==> src/sv/rcgb_pkg.sv <==
`default_nettype none
package rcgb_pkg;

	localparam int unsigned ROW_STRIDE_DEFAULT = 320;
	localparam int unsigned QUEUE_DEPTH = 2;

	localparam int unsigned ADDR_W = 16;
	localparam int unsigned COLOR_W = 8;
	localparam int unsigned RUN_W = 3;
	localparam int unsigned CODE_W = 8;
	localparam int unsigned CFG_INDEX_W = 2;
	localparam int unsigned CFG_DATA_W = 64;

	localparam logic [CODE_W-1:0] CODE_NEXT_COLUMN = 8'h80;

	localparam logic [CFG_INDEX_W-1:0] CFG_COLOR_MAP_LOW = 2'd0;
	localparam logic [CFG_INDEX_W-1:0] CFG_COLOR_MAP_HIGH = 2'd1;
	localparam logic [CFG_INDEX_W-1:0] CFG_FRAME_BASE = 2'd2;

	// one vertical run of equal pixels, count is 1..7
	typedef struct packed {
		logic [ADDR_W-1:0] address;
		logic [COLOR_W-1:0] color;
		logic [RUN_W-1:0] count;
	} run_t;

	localparam int unsigned RUN_T_W = ADDR_W + COLOR_W + RUN_W;

endpackage
`default_nettype wire

==> src/sv/rcgb_queue.sv <==
`default_nettype none
module rcgb_queue
	import rcgb_pkg::*;
(
	input  wire logic clk,
	input  wire logic arst_n,
	input  wire logic push,
	input  wire run_t push_run,
	output logic      full,
	input  wire logic pop,
	output logic      head_valid,
	output run_t      head_run
);

	localparam int unsigned PTR_W = (QUEUE_DEPTH > 1) ? $clog2(QUEUE_DEPTH) : 1;
	localparam int unsigned CNT_W = $clog2(QUEUE_DEPTH + 1);

	run_t entry_q [QUEUE_DEPTH];
	logic [PTR_W-1:0] wr_ptr_q;
	logic [PTR_W-1:0] rd_ptr_q;
	logic [CNT_W-1:0] fill_q;

	logic do_push;
	logic do_pop;

	assign full = (fill_q == CNT_W'(QUEUE_DEPTH));
	assign head_valid = (fill_q != '0);
	assign head_run = entry_q[rd_ptr_q];
	assign do_push = push && !full;
	assign do_pop = pop && head_valid;

	always_ff @(posedge clk or negedge arst_n) begin
		if (!arst_n) begin
			wr_ptr_q <= '0;
			rd_ptr_q <= '0;
			fill_q <= '0;
		end else begin
			if (do_push) begin
				wr_ptr_q <= (wr_ptr_q == PTR_W'(QUEUE_DEPTH - 1)) ? '0 : wr_ptr_q + 1'b1;
			end
			if (do_pop) begin
				rd_ptr_q <= (rd_ptr_q == PTR_W'(QUEUE_DEPTH - 1)) ? '0 : rd_ptr_q + 1'b1;
			end
			if (do_push && !do_pop) begin
				fill_q <= fill_q + 1'b1;
			end else if (do_pop && !do_push) begin
				fill_q <= fill_q - 1'b1;
			end
		end
	end

	always_ff @(posedge clk) begin
		if (do_push) begin
			entry_q[wr_ptr_q] <= push_run;
		end
	end

endmodule
`default_nettype wire

==> src/sv/rcgb_front.sv <==
`default_nettype none
module rcgb_front
	import rcgb_pkg::*;
#(
	parameter int unsigned ROW_STRIDE = ROW_STRIDE_DEFAULT
) (
	input  wire logic                   clk,
	input  wire logic                   arst_n,
	input  wire logic                   cfg_we,
	input  wire logic [CFG_INDEX_W-1:0] cfg_index,
	input  wire logic [CFG_DATA_W-1:0]  cfg_data,
	input  wire logic                   s_tvalid,
	output logic                        s_tready,
	input  wire logic                   glyph_start,
	input  wire logic [8:0]             start_x,
	input  wire logic [7:0]             start_y,
	input  wire logic [7:0]             glyph_columns,
	input  wire logic [CODE_W-1:0]      code_byte,
	output logic                        push,
	output run_t                        push_run,
	input  wire logic                   queue_full
);

	localparam logic [ADDR_W-1:0] STRIDE = ADDR_W'(ROW_STRIDE);

	typedef enum logic [1:0] {
		ST_IDLE,
		ST_LOAD,
		ST_EXEC
	} state_t;

	state_t state_q;

	logic [CFG_DATA_W-1:0] color_low_q;
	logic [CFG_DATA_W-1:0] color_high_q;
	logic [ADDR_W-1:0] frame_base_q;

	logic [8:0] x_q;
	logic [7:0] y_q;
	logic [7:0] cols_in_q;
	logic [CODE_W-1:0] code_q;

	logic [ADDR_W-1:0] column_q;
	logic [ADDR_W-1:0] write_q;
	logic [7:0] columns_left_q;

	logic [ADDR_W+7:0] row_offset;
	logic [ADDR_W-1:0] glyph_base;
	logic [6:0] mul_arg;
	logic [ADDR_W+6:0] step_full;
	logic [ADDR_W-1:0] write_next;
	logic [RUN_W-1:0] run_count;
	logic [CFG_DATA_W-1:0] color_word;
	logic [COLOR_W-1:0] run_color;
	logic is_run;

	always_comb begin
		row_offset = y_q * STRIDE;
		glyph_base = frame_base_q + row_offset[ADDR_W-1:0] + {7'b0, x_q};
		run_count = code_q[6:4];
		is_run = !code_q[7];
		// skip distance or run length, both move down by whole rows
		mul_arg = is_run ? {4'b0, run_count} : code_q[6:0];
		step_full = mul_arg * STRIDE;
		write_next = write_q + step_full[ADDR_W-1:0];
		color_word = code_q[3] ? color_high_q : color_low_q;
		run_color = color_word[{code_q[2:0], 3'b000} +: COLOR_W];
	end

	assign s_tready = (state_q == ST_IDLE);
	assign push = (state_q == ST_EXEC) && (columns_left_q != '0) && is_run
		&& (run_count != '0) && !queue_full;
	assign push_run = '{address: write_q, color: run_color, count: run_count};

	always_ff @(posedge clk or negedge arst_n) begin
		if (!arst_n) begin
			state_q <= ST_IDLE;
			color_low_q <= '0;
			color_high_q <= '0;
			frame_base_q <= '0;
			x_q <= '0;
			y_q <= '0;
			cols_in_q <= '0;
			code_q <= '0;
			column_q <= '0;
			write_q <= '0;
			columns_left_q <= '0;
		end else begin
			if (cfg_we) begin
				case (cfg_index)
					CFG_COLOR_MAP_LOW: color_low_q <= cfg_data;
					CFG_COLOR_MAP_HIGH: color_high_q <= cfg_data;
					CFG_FRAME_BASE: frame_base_q <= cfg_data[ADDR_W-1:0];
					default: ;
				endcase
			end
			case (state_q)
				ST_IDLE: begin
					if (s_tvalid) begin
						x_q <= start_x;
						y_q <= start_y;
						cols_in_q <= glyph_columns;
						code_q <= code_byte;
						state_q <= glyph_start ? ST_LOAD : ST_EXEC;
					end
				end
				ST_LOAD: begin
					column_q <= glyph_base;
					write_q <= glyph_base;
					columns_left_q <= cols_in_q;
					state_q <= ST_EXEC;
				end
				ST_EXEC: begin
					if (columns_left_q == '0) begin
						state_q <= ST_IDLE;
					end else if (code_q == CODE_NEXT_COLUMN) begin
						columns_left_q <= columns_left_q - 1'b1;
						column_q <= column_q + 1'b1;
						write_q <= column_q + 1'b1;
						state_q <= ST_IDLE;
					end else if (!is_run) begin
						write_q <= write_next;
						state_q <= ST_IDLE;
					end else if (run_count == '0) begin
						state_q <= ST_IDLE;
					end else if (!queue_full) begin
						write_q <= write_next;
						state_q <= ST_IDLE;
					end
				end
				default: state_q <= ST_IDLE;
			endcase
		end
	end

endmodule
`default_nettype wire

==> src/sv/rcgb_back.sv <==
`default_nettype none
module rcgb_back
	import rcgb_pkg::*;
#(
	parameter int unsigned ROW_STRIDE = ROW_STRIDE_DEFAULT
) (
	input  wire logic clk,
	input  wire logic arst_n,
	input  wire logic head_valid,
	input  wire run_t head_run,
	output logic      pop,
	output logic      m_tvalid,
	input  wire logic m_tready,
	output logic [ADDR_W-1:0]  pixel_address,
	output logic [COLOR_W-1:0] pixel_value,
	output logic      m_tlast
);

	localparam logic [ADDR_W-1:0] STRIDE = ADDR_W'(ROW_STRIDE);

	logic [ADDR_W-1:0] addr_q;
	logic [COLOR_W-1:0] color_q;
	logic [RUN_W-1:0] left_q;
	logic take;

	// output word moves on when empty or taken
	assign take = !m_tvalid || m_tready;
	assign pop = take && (left_q == '0) && head_valid;

	always_ff @(posedge clk or negedge arst_n) begin
		if (!arst_n) begin
			m_tvalid <= 1'b0;
			m_tlast <= 1'b0;
			pixel_address <= '0;
			pixel_value <= '0;
			addr_q <= '0;
			color_q <= '0;
			left_q <= '0;
		end else if (take) begin
			if (left_q != '0) begin
				m_tvalid <= 1'b1;
				pixel_address <= addr_q;
				pixel_value <= color_q;
				m_tlast <= (left_q == RUN_W'(1));
				addr_q <= addr_q + STRIDE;
				left_q <= left_q - 1'b1;
			end else if (head_valid) begin
				m_tvalid <= 1'b1;
				pixel_address <= head_run.address;
				pixel_value <= head_run.color;
				m_tlast <= (head_run.count == RUN_W'(1));
				addr_q <= head_run.address + STRIDE;
				color_q <= head_run.color;
				left_q <= head_run.count - 1'b1;
			end else begin
				m_tvalid <= 1'b0;
			end
		end
	end

endmodule
`default_nettype wire

==> src/sv/rle_column_glyph_blitter_unit.sv <==
// rle column glyph blitter: turns a column-major run-length glyph byte stream
// into frame buffer pixel writes.
// input words (s_*): tuser = glyph_start; tdata = start_x, start_y,
// glyph_columns, code_byte. a word with tuser set opens a glyph at
// frame_base + start_y*ROW_STRIDE + start_x and then decodes its own byte.
// output words (m_*): tdata = pixel_address, pixel_value; tlast marks the
// final pixel of one input byte. a byte gives zero to seven pixels.
// config: cfg_we/cfg_index/cfg_data write color_map_low (0), color_map_high
// (1) and frame_base (2); write only while the block is idle.
// flow: the decoder takes a byte in its idle state, decodes it in its exec
// state and then returns to idle to take the next one; a byte that opens a
// glyph first passes a load state for the base address multiply. runs go
// through a 2-entry queue to the pixel writer, which issues one pixel per
// cycle while the receiver takes each word. with queue and writer empty, a
// run goes from the exec state through the queue into the output register.
// when the receiver stalls the output word holds, the queue fills, and then
// the decoder holds s_tready low on its next run byte.
// reset clears the glyph state and the config registers; no byte is decoded
// until a glyph is opened.
`default_nettype none
module rle_column_glyph_blitter_unit
	import rcgb_pkg::*;
#(
	parameter int unsigned ROW_STRIDE = ROW_STRIDE_DEFAULT
) (
	input  wire logic                   clk,
	input  wire logic                   arst_n,
	input  wire logic                   cfg_we,
	input  wire logic [CFG_INDEX_W-1:0] cfg_index,
	input  wire logic [CFG_DATA_W-1:0]  cfg_data,
	input  wire logic                   s_tvalid,
	output logic                        s_tready,
	input  wire logic [39:0]            s_tdata,  // start_x, start_y, glyph_columns, code_byte
	input  wire logic                   s_tuser,  // glyph_start
	output logic                        m_tvalid,
	input  wire logic                   m_tready,
	output logic [23:0]                 m_tdata,  // pixel_address, pixel_value
	output logic                        m_tlast   // last_pixel
);

	logic push;
	run_t push_run;
	logic queue_full;
	logic pop;
	logic head_valid;
	run_t head_run;
	logic [ADDR_W-1:0] pixel_address;
	logic [COLOR_W-1:0] pixel_value;

	rcgb_front #(
		.ROW_STRIDE(ROW_STRIDE)
	) u_front (
		.clk          (clk),
		.arst_n       (arst_n),
		.cfg_we       (cfg_we),
		.cfg_index    (cfg_index),
		.cfg_data     (cfg_data),
		.s_tvalid     (s_tvalid),
		.s_tready     (s_tready),
		.glyph_start  (s_tuser),
		.start_x      (s_tdata[8:0]),
		.start_y      (s_tdata[16:9]),
		.glyph_columns(s_tdata[24:17]),
		.code_byte    (s_tdata[32:25]),
		.push         (push),
		.push_run     (push_run),
		.queue_full   (queue_full)
	);

	rcgb_queue u_queue (
		.clk       (clk),
		.arst_n    (arst_n),
		.push      (push),
		.push_run  (push_run),
		.full      (queue_full),
		.pop       (pop),
		.head_valid(head_valid),
		.head_run  (head_run)
	);

	rcgb_back #(
		.ROW_STRIDE(ROW_STRIDE)
	) u_back (
		.clk          (clk),
		.arst_n       (arst_n),
		.head_valid   (head_valid),
		.head_run     (head_run),
		.pop          (pop),
		.m_tvalid     (m_tvalid),
		.m_tready     (m_tready),
		.pixel_address(pixel_address),
		.pixel_value  (pixel_value),
		.m_tlast      (m_tlast)
	);

	assign m_tdata = {pixel_value, pixel_address};

endmodule
`default_nettype wire
==> config.mk <==
export PLATFORM = sky130hd
export DESIGN_NAME = rle_column_glyph_blitter_unit
export DESIGN_NICKNAME = d
export VERILOG_FILES = /design/src/sv/rcgb_pkg.sv /design/src/sv/rcgb_queue.sv /design/src/sv/rcgb_front.sv /design/src/sv/rcgb_back.sv /design/src/sv/rle_column_glyph_blitter_unit.sv
export SDC_FILE = /design/constraint.sdc
export NUM_CORES = 1
export LEC_CHECK = 0
export BUFFER_PORTS_ARGS = -buffer_cell sky130_fd_sc_hd__buf_2
export CAP_MARGIN = 5
export CORE_MARGIN = 1
export CORE_UTILIZATION = 60
export CTS_BUF_LIST = sky130_fd_sc_hd__clkbuf_4 sky130_fd_sc_hd__clkbuf_8 sky130_fd_sc_hd__clkbuf_16
export CTS_CLUSTER_DIAMETER = 100
export DETAILED_ROUTE_END_ITERATION = 16
export GPL_TIMING_DRIVEN = 0
export PLACE_DENSITY = 0.81
export SLEW_MARGIN = 20
export SYNTH_ARGS = -nofsm -noshare
export SYNTH_HDL_FRONTEND = slang
export SYNTH_SLANG_ARGS = --single-unit
==> constraint.sdc <==
create_clock -name clk -period 5.3 [get_ports clk]
set_input_delay 1.06 -clock clk [delete_from_list [all_inputs] [get_ports clk]]
set_output_delay 1.06 -clock clk [all_outputs]
set_load 0.02 [all_outputs]
==> impl_metrics.csv <==
group,metric,value,unit
run_status,outcome,"complete, no violations",
timing,period_minus_slack,4.64,ns
detailed_routing,first_pass_iters,6,
job,max_cap_violations,0,
yosys,syn_avg_cell_area,12.6,sq um
die,dieArea,27800,sq um
global_route,grt_pass1_vias,11300,
placement,io_buffer_count,131,
yosys,ys_warn_count,0,
global_route,grt_pass1_wl,59900,um
timing,relSlewSlack,41.8,%
die,rows,59,
yosys,synth_edf_count,54,
min_path,min_to,"u_back.m_tlast",
worst_setup_path,worstPathArrival,5.08,ns
die,initial_utilization,61.8,%
clocking,clockBufferDepth,3,
global_route,antenna_found_initial,3,
yosys,synthFlopType,"dfrtp_1",
worst_setup_path,cp-end-kind,"flip-flop",
global_route,grt_max_degree,97,
clocking,htreeDepth,2,
worst_setup_path,required,5.74,ns
worst_setup_path,path_delay_family,"adder cells",
global_route,grt_overflow,0,
worst_setup_path,r2r_cells,18,
worst_setup_path,r2r_start,"u_front.code_q[7]",
yosys,synth_area,16300,sq um
cells_and_area,post-route-util,70.8,%
min_path,holdCritStartpoint,"u_back.m_tlast",
yosys,yosys-top-cells-area,"dfrtp_1, mux2_2, edfxtp_1",
clocking,cts.sinks,330,
cells_and_area,areaGrowthSynthToFinish,14.6,%
power,p_leak,8.13,nW
timing,fin_tns_setup,0,ns
worst_setup_path,path_cells,"clkbuf_1, clkbuf_1, mux2i_1, inv_1, ha_1, ha_1, fa_1, a21oi_1, o21bai_1, xor2_1, ha_1, and3_1, a211o_1, a21oi_1, a21oi_1, xnor2_1, nand2_1, a31oi_1",
detailed_routing,via_count,11000,
clocking,cts_root_buf,"clkbuf_16",
min_path,holdPathStages,2,
timing,fin_skew,0.0220,ns
yosys,synth.distinct_cells,62,
timing,rsz0062_at_grt,"no",
cells_and_area,layout.nets,1656,
worst_setup_path,setup.worst_path.start_class,"flip-flop",
yosys,synth-seq-area-share,52.4,%
detailed_routing,ant_nets,0,
timing,whs,0.469,ns
clocking,cts_resized,0,
yosys,syn_inst,1296,
worst_setup_path,r2r_slack,0.66,ns
worst_setup_path,cp_slowest_cell,"mux2i_1",
clocking,clk_latency,0.53,ns
global_route,track_usage,27.6,%
die,top_level_ports,139,
placement,gpl.final_weighted_congestion,0.908,
worst_setup_path,slowest_delay,0.43,ns
timing,min_period_over_period,87.5,%
timing,slew_violations,0,
die,coreArea,26400,sq um
detailed_routing,post_drt_wl_per_cell,20.2,um
yosys,ys_seq_elements,330,
timing,finalHoldViolCount,0,
detailed_routing,wl,37100,um
detailed_routing,drtIter0Drc,874,
power,ir_drop,0.000632,V
yosys,syn-num-nets,1482,
clocking,post_cts_buffers,0,
placement,dpl.hpwl,26400,um
worst_setup_path,critPathBufInv,3,
min_path,hp-class,"flip-flop to flip-flop",
clocking,cts_hold_buf,0,
clocking,clk_pin_slew_worst_paths,0.06,ns
die,die_h,167,um
timing,fmax,0.216,GHz
worst_setup_path,path_class,"flip-flop to flip-flop",
timing,worst_pin_slew,0.874,ns
clocking,cts_tree,"built",
cells_and_area,drive_gt1_share,30.3,%
clocking,cts_buffers,36,
detailed_routing,drc_errors,0,
power,powerDensity,747,nW/um^2
timing,setup_viol,0,
die,dieWidth,167,um
yosys,synthArstFlopShare,83.6,%
yosys,yosys.area.top_type_share,42.4,%
detailed_routing,via_per_inst,6.02,
worst_setup_path,path_max_fanout,10,
yosys,synth_top_cell_by_area,"dfrtp_1",
worst_setup_path,rr_endpoint,"u_front.write_q[15]",
[final cells by class]
| type | instances | area [sq um] |
|---|---|---|
| antenna | 2 | 5.00 |
| tap | 335 | 419 |
| clock buffer | 55 | 1100 |
| timing repair buffer | 136 | 751 |
| buffer | 67 | 282 |
| multi-input combinational | 868 | 7370 |
| inverter | 31 | 116 |
| sequential | 330 | 8530 |
| clock inverter | 11 | 90.1 |
| fill | 1808 | 7690 |
[per-stage QoR]
step / power (mW) / instances / setup WS, ns / cell area (sq um)
CTS: 13.9 / 1833 / 0.737 / 18700
floorplan: 9.39 / 1296 / 1.43 / 16300
detailed placement: 11.3 / 1767 / 0.795 / 17500
global placement: 11.1 / 1762 / -1.87 / 17400
finish: 13.9 / 1835 / 0.660 / 18700
global route: 14.9 / 1835 / 0.489 / 18700
[power breakdown]
part / switching [mW] / total (mW) / leakage [nW] / internal, mW
Sequential: 0.548 / 4.05 / 3.75 / 3.50
Clock: 1.00 / 2.50 / 0.608 / 1.49
Combinational: 4.19 / 7.40 / 3.77 / 3.21
Total: 5.74 / 13.9 / 8.13 / 8.21
[worst max-delay path by stage]
stage | startpoint | to | depth (start not counted)
global route | u_front.code_q[7] | u_front.write_q[15] | 18
floorplan | u_front.code_q[7] | u_front.write_q[15] | 18
global placement | arst_n | u_front.color_low_q[61] | 1
finish | u_front.code_q[7] | u_front.write_q[15] | 18
CTS | u_front.code_q[7] | u_front.write_q[15] | 18
detailed placement | u_front.code_q[7] | u_front.write_q[15] | 18
[cells by family after synthesis]
family,synth area share (%)
muxes,20.3
adders and majority gates,6.01
xor gates and xnor gates,3.07
and+or+nand+nor,7.10
DFF,52.4
AOI/OAI and AO/OA,8.74
buffers and inverters,2.44
[cells in the final DEF (no fill, tap or decap), types with 11 or more instances in the layout]
cell type    n
ha_1        67
inv_1       31
buf_2      142
edfxtp_1    54
xnor2_1     38
dfrtp_1    276
o21ai_0     55
a211oi_1    12
mux2_2     184
nand2_1     85
clkbuf_4    11
nor2_1      72
a21o_1      14
and3_1      13
xor2_1      19
nand3_1     17
clkbuf_16   37
nor3_1      13
o21ai_1     11
mux4_2      40
mux2i_1     33
a21oi_1     75
clkbuf_1    46
[registers in the layout (all words and copies together) (netlist names), 9 cells and up]
register,cells
u_front.color_high_q,64
u_front.color_low_q,64
u_queue.entry_q,54
u_back.addr_q,16
u_back.pixel_address,16
u_front.column_q,16
u_front.frame_base_q,16
u_front.write_q,16
u_front.x_q,9
[metal layers]
metal  up-vias  share of wire, %  track usage, %
met3        85               5.7            5.25
met5         -             0.035               0
met2       340                49            45.8
li1       5071                 -               -
met1      5547                43            36.4
met4         2               2.9            10.3
[synth_stat cells, types with 11 or more instances]
master    instances
buf_2            12
ha_1             67
nor2_1           72
dfrtp_1         276
mux2i_1          33
nand2_1          85
o21ai_1          11
a21oi_1          75
a211oi_1         12
a21o_1           14
and3_1           13
mux2_2          184
edfxtp_1         54
inv_1            31
nand3_1          17
xnor2_1          38
xor2_1           19
nor3_1           14
o21ai_0          55
clkbuf_1         46
mux4_2           40
[worst register-to-register path: cells and delay by family, from the launching register on]
kind	cells	cell delay (ns)
muxes	1	0.43
DFF	1	0.32
buffers and inverters	3	0.88
xor gates and xnor gates	2	0.37
AOI/OAI and AO/OA	6	1.00
and+or+nand+nor	2	0.29
adders and majority gates	4	1.28
(Power assumes the default switching activity.)
